**src/tccc_pkg.sv**
```systemverilog
// Shared types, constants and color packing for the text console cursor controller.
package tccc_pkg;

    localparam int TEXT_COLS_DEF = 128;
    localparam int TEXT_ROWS_DEF = 48;

    localparam int SHIFT_W = 5;
    localparam int PIX_W   = 32;
    localparam int APB_AW  = 4;
    localparam int APB_DW  = 32;

    localparam int QUEUE_DEPTH = 4;
    localparam int QUEUE_AW    = 2;

    typedef enum logic [1:0] {
        CMD_PUT        = 2'd0,
        CMD_BACKSPACE  = 2'd1,
        CMD_SET_CURSOR = 2'd2,
        CMD_CLEAR      = 2'd3
    } t_cmd;

    typedef enum logic [1:0] {
        EV_WRITE  = 2'd0,
        EV_SCROLL = 2'd1,
        EV_CLEAR  = 2'd2
    } t_event_kind;

    localparam logic [1:0] REG_RED   = 2'd0;
    localparam logic [1:0] REG_GREEN = 2'd1;
    localparam logic [1:0] REG_BLUE  = 2'd2;

    localparam logic [SHIFT_W-1:0] RED_SHIFT_RST   = 5'd16;
    localparam logic [SHIFT_W-1:0] GREEN_SHIFT_RST = 5'd8;
    localparam logic [SHIFT_W-1:0] BLUE_SHIFT_RST  = 5'd0;

    localparam logic [7:0] CHAR_NEWLINE = 8'd10;
    localparam logic [7:0] CHAR_SPACE   = 8'd32;

    localparam logic [3:0] PAL_BLACK = 4'd0;
    localparam logic [3:0] PAL_WHITE = 4'd15;

    localparam logic [23:0] PALETTE [16] = '{
        24'h000000, 24'h0000AA, 24'h00AA00, 24'h00AAAA,
        24'hAA0000, 24'hAA00AA, 24'hAA5500, 24'hAAAAAA,
        24'h555555, 24'h5555FF, 24'h55FF55, 24'h55FFFF,
        24'hFF5555, 24'hFF55FF, 24'hFFFF55, 24'hFFFFFF
    };

    typedef struct packed {
        t_event_kind kind;
        logic [7:0]  col;
        logic [7:0]  row;
        logic [7:0]  chr;
        logic [3:0]  fg_idx;
        logic [3:0]  bg_idx;
        logic        last;
    } t_event;

    // Bits shifted past the top of the pixel word are dropped.
    function automatic logic [PIX_W-1:0] pack_color(
        input logic [3:0]         idx,
        input logic [SHIFT_W-1:0] rs,
        input logic [SHIFT_W-1:0] gs,
        input logic [SHIFT_W-1:0] bs
    );
        logic [23:0] rgb;
        rgb = PALETTE[idx];
        return (PIX_W'(rgb[23:16]) << rs) | (PIX_W'(rgb[15:8]) << gs) |
               (PIX_W'(rgb[7:0]) << bs);
    endfunction

endpackage

```
**src/text_console_cursor_controller.sv**
```systemverilog
// Top level of the teletype-style cursor controller for a character-cell console.
// Each request is handled as it is accepted: the cursor update and the events it
// causes are worked out from the request and the cursor registers and written into a
// four-entry event queue in the same cycle, so a new request can be accepted every
// cycle while the queue holds at most two events. A printable character that makes
// the screen scroll yields two events, which leave the queue one at a time, so
// such requests are held back by the event stream; other requests run at one per
// cycle while the queue has room. Pixel words are packed from the palette on exit.
module text_console_cursor_controller #(
    parameter int TEXT_COLS = tccc_pkg::TEXT_COLS_DEF,
    parameter int TEXT_ROWS = tccc_pkg::TEXT_ROWS_DEF
) (
    input  logic                        i_clk,
    input  logic                        i_rst_n,
    // APB configuration port.
    input  logic                        psel,
    input  logic                        penable,
    input  logic                        pwrite,
    input  logic [tccc_pkg::APB_AW-1:0] paddr,
    input  logic [tccc_pkg::APB_DW-1:0] pwdata,
    output logic [tccc_pkg::APB_DW-1:0] prdata,
    output logic                        pready,
    // Request stream.
    input  logic                        s_axis_tvalid,
    output logic                        s_axis_tready,
    input  logic [31:0]                 s_axis_tdata,  // character, color_attr, new_col, new_row
    input  logic [1:0]                  s_axis_tuser,  // command
    // Event stream.
    output logic                        m_axis_tvalid,
    input  logic                        m_axis_tready,
    output logic [87:0]                 m_axis_tdata,  // cell_col, cell_row, cell_char, fg_pixel, bg_pixel
    output logic [1:0]                  m_axis_tuser,  // event_kind
    output logic                        m_axis_tlast   // last
);

    localparam int COL_W = $clog2(TEXT_COLS);
    localparam int ROW_W = $clog2(TEXT_ROWS);
    localparam logic [COL_W:0]   COLS_V   = (COL_W+1)'(TEXT_COLS);
    localparam logic [ROW_W:0]   ROWS_V   = (ROW_W+1)'(TEXT_ROWS);
    localparam logic [COL_W-1:0] LAST_COL = COL_W'(TEXT_COLS - 1);
    localparam logic [ROW_W-1:0] LAST_ROW = ROW_W'(TEXT_ROWS - 1);
    localparam int CNT_W = tccc_pkg::QUEUE_AW + 1;

    logic [tccc_pkg::SHIFT_W-1:0] r_red_shift, r_green_shift, r_blue_shift;
    logic [COL_W-1:0]             r_col, n_col;
    logic [ROW_W-1:0]             r_row, n_row;
    tccc_pkg::t_event             r_queue [tccc_pkg::QUEUE_DEPTH];
    logic [tccc_pkg::QUEUE_AW-1:0] r_wr_ptr, r_rd_ptr;
    logic [CNT_W-1:0]             r_count, n_count;

    tccc_pkg::t_cmd   cmd;
    tccc_pkg::t_event ev0, ev1, head;
    logic [1:0]       ev_num;
    logic [7:0]       in_char, in_attr, in_new_col, in_new_row;
    logic [COL_W:0]   col_inc;
    logic [ROW_W:0]   row_inc;
    logic             is_newline, row_adv, overflow;
    logic             push, pop, cfg_wr;

    assign cmd        = tccc_pkg::t_cmd'(s_axis_tuser);
    assign in_char    = s_axis_tdata[7:0];
    assign in_attr    = s_axis_tdata[15:8];
    assign in_new_col = s_axis_tdata[23:16];
    assign in_new_row = s_axis_tdata[31:24];

    assign col_inc    = {1'b0, r_col} + 1'b1;
    assign row_inc    = {1'b0, r_row} + 1'b1;
    assign is_newline = (in_char == tccc_pkg::CHAR_NEWLINE);
    assign row_adv    = is_newline || (col_inc >= COLS_V);
    assign overflow   = row_adv && (row_inc >= ROWS_V);

    always_comb begin
        n_col  = r_col;
        n_row  = r_row;
        ev_num = 2'd0;
        ev0    = '0;
        ev1    = '0;
        ev1.kind = tccc_pkg::EV_SCROLL;
        ev1.last = 1'b1;
        case (cmd)
            tccc_pkg::CMD_PUT: begin
                n_col = row_adv ? '0 : col_inc[COL_W-1:0];
                n_row = overflow ? LAST_ROW : (row_adv ? row_inc[ROW_W-1:0] : r_row);
                if (is_newline) begin
                    ev0.kind = tccc_pkg::EV_SCROLL;
                    ev0.last = 1'b1;
                    ev_num   = {1'b0, overflow};
                end else begin
                    ev0.kind   = tccc_pkg::EV_WRITE;
                    ev0.col    = 8'(r_col);
                    ev0.row    = 8'(r_row);
                    ev0.chr    = in_char;
                    ev0.fg_idx = in_attr[3:0];
                    ev0.bg_idx = in_attr[7:4];
                    ev0.last   = !overflow;
                    ev_num     = overflow ? 2'd2 : 2'd1;
                end
            end
            tccc_pkg::CMD_BACKSPACE: begin
                if (r_col != '0) begin
                    n_col = r_col - 1'b1;
                end else if (r_row != '0) begin
                    n_col = LAST_COL;
                    n_row = r_row - 1'b1;
                end
                ev0.kind   = tccc_pkg::EV_WRITE;
                ev0.col    = 8'(n_col);
                ev0.row    = 8'(n_row);
                ev0.chr    = tccc_pkg::CHAR_SPACE;
                ev0.fg_idx = tccc_pkg::PAL_WHITE;
                ev0.bg_idx = tccc_pkg::PAL_BLACK;
                ev0.last   = 1'b1;
                ev_num     = 2'd1;
            end
            tccc_pkg::CMD_SET_CURSOR: begin
                n_col = (in_new_col > 8'(TEXT_COLS - 1)) ? LAST_COL : in_new_col[COL_W-1:0];
                n_row = (in_new_row > 8'(TEXT_ROWS - 1)) ? LAST_ROW : in_new_row[ROW_W-1:0];
            end
            tccc_pkg::CMD_CLEAR: begin
                n_col    = '0;
                n_row    = '0;
                ev0.kind = tccc_pkg::EV_CLEAR;
                ev0.last = 1'b1;
                ev_num   = 2'd1;
            end
            default: begin
                n_col = r_col;
            end
        endcase
    end

    assign s_axis_tready = (r_count <= CNT_W'(tccc_pkg::QUEUE_DEPTH - 2));
    assign push          = s_axis_tvalid && s_axis_tready;
    assign m_axis_tvalid = (r_count != '0);
    assign pop           = m_axis_tvalid && m_axis_tready;
    assign n_count       = CNT_W'(r_count + (push ? CNT_W'(ev_num) : CNT_W'(0)) - CNT_W'(pop));

    assign pready = 1'b1;
    assign cfg_wr = psel && penable && pwrite && pready;

    always_ff @(posedge i_clk) begin
        if (!i_rst_n) begin
            r_red_shift   <= tccc_pkg::RED_SHIFT_RST;
            r_green_shift <= tccc_pkg::GREEN_SHIFT_RST;
            r_blue_shift  <= tccc_pkg::BLUE_SHIFT_RST;
            r_col         <= '0;
            r_row         <= '0;
            r_wr_ptr      <= '0;
            r_rd_ptr      <= '0;
            r_count       <= '0;
        end else begin
            if (cfg_wr) begin
                case (paddr[3:2])
                    tccc_pkg::REG_RED:   r_red_shift   <= pwdata[tccc_pkg::SHIFT_W-1:0];
                    tccc_pkg::REG_GREEN: r_green_shift <= pwdata[tccc_pkg::SHIFT_W-1:0];
                    tccc_pkg::REG_BLUE:  r_blue_shift  <= pwdata[tccc_pkg::SHIFT_W-1:0];
                    default: begin
                    end
                endcase
            end
            if (push) begin
                r_col    <= n_col;
                r_row    <= n_row;
                r_wr_ptr <= r_wr_ptr + tccc_pkg::QUEUE_AW'(ev_num);
            end
            if (pop) begin
                r_rd_ptr <= r_rd_ptr + 1'b1;
            end
            r_count <= n_count;
        end
    end

    always_ff @(posedge i_clk) begin
        if (push && ev_num != 2'd0) begin
            r_queue[r_wr_ptr] <= ev0;
        end
        if (push && ev_num == 2'd2) begin
            r_queue[r_wr_ptr + 1'b1] <= ev1;
        end
    end

    always_comb begin
        case (paddr[3:2])
            tccc_pkg::REG_RED:   prdata = tccc_pkg::APB_DW'(r_red_shift);
            tccc_pkg::REG_GREEN: prdata = tccc_pkg::APB_DW'(r_green_shift);
            tccc_pkg::REG_BLUE:  prdata = tccc_pkg::APB_DW'(r_blue_shift);
            default:             prdata = '0;
        endcase
    end

    assign head = r_queue[r_rd_ptr];
    assign m_axis_tdata = {
        tccc_pkg::pack_color(head.bg_idx, r_red_shift, r_green_shift, r_blue_shift),
        tccc_pkg::pack_color(head.fg_idx, r_red_shift, r_green_shift, r_blue_shift),
        head.chr, head.row, head.col
    };
    assign m_axis_tuser = head.kind;
    assign m_axis_tlast = head.last;

endmodule

```
**config.mk**
```make
export PLATFORM = sky130hd
export DESIGN_NAME = text_console_cursor_controller
export DESIGN_NICKNAME = d
export VERILOG_FILES = /design/src/tccc_pkg.sv /design/src/text_console_cursor_controller.sv
export SDC_FILE = /design/constraint.sdc
export NUM_CORES = 1
export LEC_CHECK = 0
export ABC_AREA = 1
export BUFFER_PORTS_ARGS = -buffer_cell sky130_fd_sc_hd__buf_2
export CORE_UTILIZATION = 35
export CTS_CLUSTER_SIZE = 16
export DETAILED_ROUTE_END_ITERATION = 7
export MAX_ROUTING_LAYER = met4
export PLACE_DENSITY = 0.67
export SLEW_MARGIN = 30
export SYNTH_ARGS = -nofsm -noshare
export SYNTH_HDL_FRONTEND = slang
export SYNTH_SLANG_ARGS = --single-unit
```
**constraint.sdc**
```tcl
create_clock -name i_clk -period 3.4 [get_ports i_clk]
set_clock_uncertainty 0.15 [all_clocks]
set_input_delay 0.85 -clock i_clk [delete_from_list [all_inputs] [get_ports i_clk]]
set_output_delay 0.85 -clock i_clk [all_outputs]
set_load 0.005 [all_outputs]
```
-- Word-level counts from Yosys, hierarchy flattened
Memory sizes are Yosys's and may differ from the RTL's. A register that Yosys moved wholly into a read port is not among the register bits.
Cells that the tools add are included.
Widths: inputs -> output; s select.
- add/sub/neg operators: 9
- order comparisons: 7
- equal/unequal tests: 8
- shift operators: 6
- mux-type cells: 32
- bitwise operators: 6
- reduce and logical (&&, ||, !) cells: 20
- operator list (kind ; count):
    $shl 8x5->32 ; 6
    $or 32x32->32 ; 4
    $mux 24 ; 4
    $pmux 32 s2 ; 1
    $mux 31 ; 1
    $mux 6 ; 5
    $mux 7 ; 4
    $pmux 7 s4 ; 1
    $pmux 6 s4 ; 1
    $pmux 5 s3 ; 1
    $ge 5x5->1 const B ; 2
    $mux 2 ; 5
    $not 4->5 ; 2
    $add 7x1->8 const B ; 1
    $eq 2x2->1 const B ; 4
    $eq 8x4->1 const B ; 1
    $ge 8x8->1 const B ; 1
    $gt 8x6->1 const B ; 1
    $gt 8x7->1 const B ; 1
    $pmux 2 s2 ; 2
    $reduce_and 2->1 ; 4
    $add 6x1->7 const B ; 1
    $ge 7x6->1 const B ; 1
    $logic_and 1x1->1 ; 7
    other kinds (19) ; 27
- flip-flop bits (word level): 35
- memory bits (writable): 140
- bits in read-only memories: 768
- word-level logic and storage cells: 99
- memories kept: 3
- memory list (name ; depth ; bits a word ; read ports ; clocked after memory_dff ; wr ports ; line ; text):
    (no name shown) ; 16 ; 24 ; 1 ; 0 ; 0 ; tccc_pkg.sv:67 ; rgb = PALETTE[idx];
    (no name shown) ; 16 ; 24 ; 1 ; 0 ; 0 ; tccc_pkg.sv:67 ;
    r_queue ; 4 ; 35 ; 1 ; 1 ; 2 ; text_console_cursor_controller.sv:47 ; tccc_pkg::t_event r_queue [tccc_pkg::QUEUE_DEPTH];

-- Depth between registers and ports, before layout
Gate-level depths: netlist of run 1.
- depth in word-level cells: 11
- mapped depth: 21

-- Worst setup path before layout of run 1
Ideal clock, no wire load.
- path kind: input to register
- from: input s_axis_tdata[3]
- to: register r_count[2]
- data arrival time: 3.085 ns
- path slack: 0.045 ns
- cell stages on the path: 18
- buffers on the path: 0
- cells stage by stage: inv_1 > nor2_1 > nand2_1 > nor2_1 > inv_1 > nand2_1 > nand2_1 > inv_1 > ha_1 > nand2_1 > a31oi_4 > nand2_4 > ha_1 > inv_1 > ha_1 > fa_1 > o21ai_0 > a21oi_1
- cells in the longest elaborated chain, start to end: 9
- RTL lines (item ; line ; text):
    from (decl) ; text_console_cursor_controller.sv:26 ; input logic [31:0] s_axis_tdata,
    $eq 8x4->1 * ; text_console_cursor_controller.sv:68 ; assign is_newline = (in_char == tccc_pkg::CHAR_NEWLINE);
    $logic_or 1x1->1 ; text_console_cursor_controller.sv:69 ; assign row_adv = is_newline || (col_inc >= COLS_V);
    $logic_and 1x1->1 ; text_console_cursor_controller.sv:70 ; assign overflow = row_adv && (row_inc >= ROWS_V);
    $mux 2 ; text_console_cursor_controller.sv:96 ; ev_num = overflow ? 2'd2 : 2'd1;
    $mux 2 * ; text_console_cursor_controller.sv:84 ; if (is_newline) begin
    $pmux 2 s2 * ; text_console_cursor_controller.sv:80 ; case (cmd)
    $mux 2 * ; text_console_cursor_controller.sv:136 ; assign n_count = CNT_W'(r_count + (push ? CNT_W'(ev_num) : CNT_W'(0)) - CNT_W'(pop));
    $add 3x2->3 * ; text_console_cursor_controller.sv:136 ;
    $sub 3x1->3 * ; text_console_cursor_controller.sv:136 ;
    to (signal assigned) ; text_console_cursor_controller.sv:169 ; r_count <= n_count;
    to (decl) ; text_console_cursor_controller.sv:49 ; logic [CNT_W-1:0] r_count, n_count;
Every way passes the cells marked *; elsewhere a longest branch is shown, timed or not.
A chain may end at the register's enable or synchronous reset.

==> impl_metrics.env, run 1 <==
export IMPL_fin_nets=2055
export IMPL_design_core_area_um2=32500
export IMPL_cp_start_kind="register"
export IMPL_numPortBuffers=142
export IMPL_vias=13212
export IMPL_yosys_warnings=0
export IMPL_synth_area_leaders="dfxtp_1, nand2_1, nand3_1"
export IMPL_synthCells=1816
export IMPL_clk_latency_ns=0.44
export IMPL_place_ws_ns=-0.247
export IMPL_grt_pass1_wl_mm=63.2
export IMPL_reg2regPathDepth=16
export IMPL_synthesis_area_um2=11500
export IMPL_syn_area_per_cell_um2=6.34
export IMPL_synth_top_area_frac=0.287
export IMPL_initial_utilization=0.355
export IMPL_routedWlPerCell_um=17.1
export IMPL_clock_sink_count=165
export IMPL_die_area_um2=33600
export IMPL_cp_required_ns=2.40
export IMPL_r2r_setup_slack_ns=0.21
export IMPL_cts_root_buf="clkbuf_16"
export IMPL_setup_tns_ns=0
export IMPL_setup_ws_ns=0.00715
export IMPL_drt_first_pass_iters=6
export IMPL_ir_drop_v=0.000293
export IMPL_track_usage=0.245
export IMPL_crit_path_cell_trace="clkbuf_16 > nand2_1 > nand3_2 > nand3_2 > inv_2 > nand2_1 > o31ai_1 > nand2_1 > nand3_1 > buf_2"
export IMPL_cts_tree="yes"
export IMPL_finalCriticalPeriod_ns=3.39
export IMPL_grt_pass1_vias=11716
export IMPL_fp_dieH_um=183
export IMPL_drt_iter0_markers=1271
export IMPL_antenna_found_initial=0
export IMPL_fillers=3401
export IMPL_fin_crit_sh=0.998
export IMPL_crit_slowest_cell="dfxtp_4"
export IMPL_layout_drive_gt1_share=0.205
export IMPL_yosysTopAreaCell="dfxtp_1"
export IMPL_htree_levels=4
export IMPL_power_density_nw_per_um2=769
export IMPL_cp_common_cell="nand2_1"
export IMPL_register_area_um2=3310
export IMPL_fmax_mhz=295
export IMPL_worst_setup_path_type="reg2out"
export IMPL_run_status="complete, no violations"
export IMPL_layout_common_cells="nand2_1, nand3_1, o21ai_0"
export IMPL_grt_max_degree=45
export IMPL_ys_types=47
export IMPL_ys_ff_latch=165
export IMPL_gp_congestion=1.04
export IMPL_dp_hpwl_mm=29.2
export IMPL_clockBufferDepth=2
export IMPL_max_stage_delay_ns=0.46
export IMPL_cts_buffers=17
export IMPL_cts_hold_fix_buffers=0
export IMPL_crit_path_end="m_axis_tdata[86]"
export IMPL_multiInputGateArea_um2=7120
export IMPL_p_leak_nw=6.67
export IMPL_rr_endpoint="r_count[2]"
export IMPL_area_growth_pct=21.1
export IMPL_synth_edff_count=0
export IMPL_path_clk_slew_ns=0.07
export IMPL_antenna_cells=0
export IMPL_timing_slew_headroom=0.427
export IMPL_final_common_cell="nand2_1"
export IMPL_wirelength_mm=41.2
export IMPL_ios=203
export IMPL_crit_fanout=5
export IMPL_tightest_slew_ns=0.857
export IMPL_arrival_ns=2.39
export IMPL_worstReg2RegStart="r_row[0]"
export IMPL_drv_cap=0
export IMPL_finalHoldViolations=0
export IMPL_ant_nets=0
export IMPL_async_flop_share=0
export IMPL_rsz0062_at_grt="yes"
export IMPL_via_per_inst=5.47
export IMPL_slew_violations=0
export IMPL_setup_viol=0
export IMPL_synthFlopType="dfxtp_1"
export IMPL_drc=0
export IMPL_timing_hold_ws_ns=0.304
export IMPL_end_kind="primary output"
export IMPL_rows=66
export IMPL_ys_seq_area_frac=0.287
export IMPL_p_total_mw=10.7
export IMPL_die_w_um=183
export IMPL_hold_path_class="reg2reg"
export IMPL_grt_overflow=0
[Yosys cell counts (18+ instances only)]
master,count
nand4_1,25
o21ai_0,213
inv_1,158
o21ai_1,21
nor2_1,125
inv_2,18
nand2_2,19
a21oi_1,116
o22ai_1,27
dfxtp_1,165
nand2_1,367
buf_2,31
nand3_1,248
buf_4,43
o21a_1,36
clkbuf_1,55
[layout make-up]
type,count,share of cell area
Sequential cell,165,0.238
Tap cell,442,0.0397
Timing Repair inverter,1,0.000628
Clock inverter,15,0.0146
Inverter,182,0.0505
Timing Repair Buffer,241,0.116
Clock buffer,17,0.0305
Multi-Input combinational cell,1354,0.511
[critical path: cells and delay by family (launching register included)]
kind	cells	cell delay, ns
AND/OR/NAND/NOR	6	0.65
flip-flops	1	0.46
AO/OA/AOI/OAI	1	0.43
buffers and inverters	3	0.42
[worst min-delay path by stage]
stage                        from            end  slack [ns]  cells past startpoint
global placement    r_queue[3][6]  r_queue[3][6]        0.29                      2
global route        r_queue[0][6]  r_queue[0][6]        0.32                      2
finish              r_queue[0][6]  r_queue[0][6]        0.30                      2
detailed placement  r_queue[0][6]  r_queue[0][6]        0.29                      2
CTS                 r_queue[0][6]  r_queue[0][6]        0.30                      2
floorplan           r_queue[1][6]  r_queue[1][6]        0.28                      2
[per-stage QoR]
stage,util,std cells,cell area (um2)
2_1_floorplan,-,1845,11600
3_3_place_gp,0.395,2371,12800
3_5_place_dp,0.395,2371,12800
4_1_cts,0.418,2405,13600
5_1_grt,0.430,2417,13900
6_report,0.430,2417,13900
[kinds of logic (layout without fill, tap and decap cells)]
| kind of cell | Yosys count | count (layout) | share of synthesized area |
|---|---|---|---|
| adder cells (fa/ha/maj) | 16 | 16 | 0.0180 |
| other | 2 | 31 | 0.000652 |
| AND/OR/NAND/NOR | 819 | 819 | 0.320 |
| AO/OA/AOI/OAI | 476 | 476 | 0.235 |
| buffers and inverters | 326 | 456 | 0.130 |
| flip-flops | 165 | 165 | 0.287 |
| XOR/XNOR | 12 | 12 | 0.00913 |
[metal layers]
layer	GRT usage	part of all wire
met3	0.0268	0.071
met4	0.119	0.046
met5	-	0
met1	0.308	0.42
met2	0.392	0.47
[power by group]
group	switching [mW]	internal, mW	total (mW)
combinational	3.50	2.24	5.73
sequential	0.364	2.61	2.97
clock	0.948	1.07	2.02
[state kept, by name (all words and copies together) (netlist names), named ones only]
name,flops
r_red_shift,5
r_queue,128
r_wr_ptr,2
r_row,6
r_col,7
r_green_shift,5
r_rd_ptr,2
r_blue_shift,5
r_count,3
[timing repair]
item / in CTS / in global routing
setup endpoints to repair: 64 / 62
pin swaps: 2 / 11
buffers inserted: 2 / 9
resized for setup: 20 / 78
cloned: 0 / 3
Power figures use the tool's default switching activity.
==> run 2: changes to the inputs <==
==> constraint.sdc (replaced) <==
create_clock -name i_clk -period 3.4 [get_ports i_clk]
set_clock_uncertainty 0.15 [all_clocks]
set_input_delay 0.34 -clock i_clk [delete_from_list [all_inputs] [get_ports i_clk]]
set_output_delay 0.34 -clock i_clk [all_outputs]
set_load 0.005 [all_outputs]
==> run 2 against run 1 <==
Cell count decreased by 1.8%. Clock power up 2%. Critical path depth up 4. Largest power group unchanged.
==> impl_metrics.env, run 2 (same netlist as run 1, synthesis figures left out) <==
export IMPL_largest_register="r_queue"
export IMPL_pwr_share_comb=0.507
export IMPL_hold_path_class="in2reg"
export IMPL_path_clk_slew_ns=0.07
export IMPL_layout_cells_non_filler=2374
export IMPL_numPortBuffers=142
export IMPL_antenna_found_initial=0
export IMPL_area_growth_pct=14.8
export IMPL_setup_viol=0
export IMPL_cts_buffers=17
export IMPL_largest_reg_flops=128
export IMPL_grt_pass1_vias=11681
export IMPL_power_share_switching=0.450
export IMPL_layout_common_cells="nand2_1, nand3_1, o21ai_0"
export IMPL_slew_violations=0
export IMPL_clock_power_share=0.203
export IMPL_cts_root_buf="clkbuf_16"
export IMPL_grt_max_degree=42
export IMPL_routedWlPerCell_um=17.2
export IMPL_tightest_slew_ns=0.718
export IMPL_fp_dieH_um=183
export IMPL_cts_tree="yes"
export IMPL_die_area_um2=33600
export IMPL_clk_latency_ns=0.43
export IMPL_reg2regPathDepth=16
export IMPL_p_total_mw=10.2
export IMPL_clockBufferDepth=2
export IMPL_worstReg2RegStart="r_row[0]"
export IMPL_ios=203
export IMPL_rr_endpoint="r_count[2]"
export IMPL_drt_iter0_markers=1293
export IMPL_grt_overflow=0
export IMPL_htree_levels=4
export IMPL_fin_nets=2012
export IMPL_run_status="complete, no violations"
export IMPL_p_sw_mw=4.59
export IMPL_grt_pass1_wl_mm=63.8
export IMPL_gp_congestion=1.05
export IMPL_die_w_um=183
export IMPL_track_usage=0.247
export IMPL_final_common_cell="nand2_1"
export IMPL_pwr_share_seq=0.290
export IMPL_cp_start_kind="register"
export IMPL_crit_fanout=19
export IMPL_drc=0
export IMPL_finalCriticalPeriod_ns=3.18
export IMPL_wirelength_mm=40.9
export IMPL_via_per_inst=5.45
export IMPL_worst_setup_path_type="reg2out"
export IMPL_layout_drive_gt1_share=0.164
export IMPL_p_leak_nw=6.37
export IMPL_design_core_area_um2=32500
export IMPL_ant_nets=0
export IMPL_timing_slew_headroom=0.521
export IMPL_arrival_ns=2.69
export IMPL_drv_cap=0
export IMPL_final_util=0.407
export IMPL_rsz0062_at_grt="no"
export IMPL_power_density_nw_per_um2=772
export IMPL_ir_drop_v=0.000364
export IMPL_clock_sink_count=165
export IMPL_r2r_setup_slack_ns=0.25
export IMPL_p_int_mw=5.61
export IMPL_initial_utilization=0.355
export IMPL_cp_required_ns=2.91
export IMPL_vias=12932
export IMPL_place_inst=2339
export IMPL_dp_hpwl_mm=28.7
export IMPL_fin_crit_sh=0.936
export IMPL_crit_path_end="m_axis_tdata[44]"
export IMPL_fmax_mhz=314
export IMPL_setup_tns_ns=0
export IMPL_reg_top3="r_queue: 128 flops, r_col: 7 flops, r_row: 6 flops"
export IMPL_drt_first_pass_iters=6
export IMPL_antenna_cells=0
export IMPL_fillers=3487
export IMPL_rows=66
export IMPL_end_kind="primary output"
export IMPL_finalHoldViolations=0
## run 2: cell count changes in the layout (fill, tap and decap cells not counted), sizes merged
cell,delta
clkinv,+1
buf,-40
clkbuf,-2
clkinvlp,-2
## run 2: critical path: stages, from the launching register on
cell     delay, ns
dfxtp_1       0.30
buf_4         0.18
inv_4         0.21
nand3_1       0.18
nand2_2       0.20
nor2_4        0.07
inv_1         0.20
nand2_2       0.12
nand2_1       0.09
nand2_1       0.08
nand2_1       0.06
nor2_1        0.04
nor2_1        0.23
nand3_1       0.16
buf_2         0.16
## run 2: what timing repair did
item | CTS | global route
buffers inserted | 0 | 3
setup endpoints to repair | 0 | 12
gates resized for setup | 0 | 12
hold buffers | 0 | 0
## run 2: worst min path at each step
| stage | from | to | cells past startpoint |
|---|---|---|---|
| CTS | pwdata[4] | r_red_shift[4] | 3 |
| detailed placement | r_queue[2][2] | r_queue[2][2] | 2 |
| finish | pwdata[4] | r_red_shift[4] | 3 |
| global route | pwdata[4] | r_red_shift[4] | 3 |
| global placement | r_queue[3][6] | r_queue[3][6] | 2 |
| floorplan | r_queue[1][6] | r_queue[1][6] | 2 |
## run 2: final cells by class
cell class	count	area, um2	share of cell area
clock inverter	15	220	0.0167
timing repair buffer	199	1190	0.0900
sequential	165	3310	0.251
multi-input combinational	1354	6830	0.517
tap	442	553	0.0419
clock buffer	17	425	0.0322
inverter	182	691	0.0523
## run 2: power by group through the flow
| stage | sequential (mW) | combinational, mW | clock (mW) |
|---|---|---|---|
| floorplan | 2.89 | 3.48 | 0 |
| global placement | 2.95 | 5.02 | 0 |
| detailed placement | 2.97 | 5.09 | 0 |
| CTS | 2.94 | 5.12 | 2.08 |
| global route | 3.03 | 5.79 | 2.17 |
| finish | 2.96 | 5.18 | 2.07 |
## run 2: layer usage
layer  up-vias  share of wire  GRT usage  wire (um)
met5         -              0          -          0
met2       611           0.46      0.392      18800
met3       106          0.072     0.0292       2950
li1       6236              -          -          -
met4         0          0.043      0.115       1770
met1      5979           0.42      0.314      17300
## run 2: per-stage QoR
stage          instance area (um2)  hold slack [ns]  setup slack, ns
2_1_floorplan                11600            0.279            0.288
3_3_place_gp                 12500            0.289            0.181
3_5_place_dp                 12500            0.295           0.0848
4_1_cts                      13200          0.00520           0.0423
5_1_grt                      13200           0.0204           0.0150
6_report                     13200          0.00946            0.219
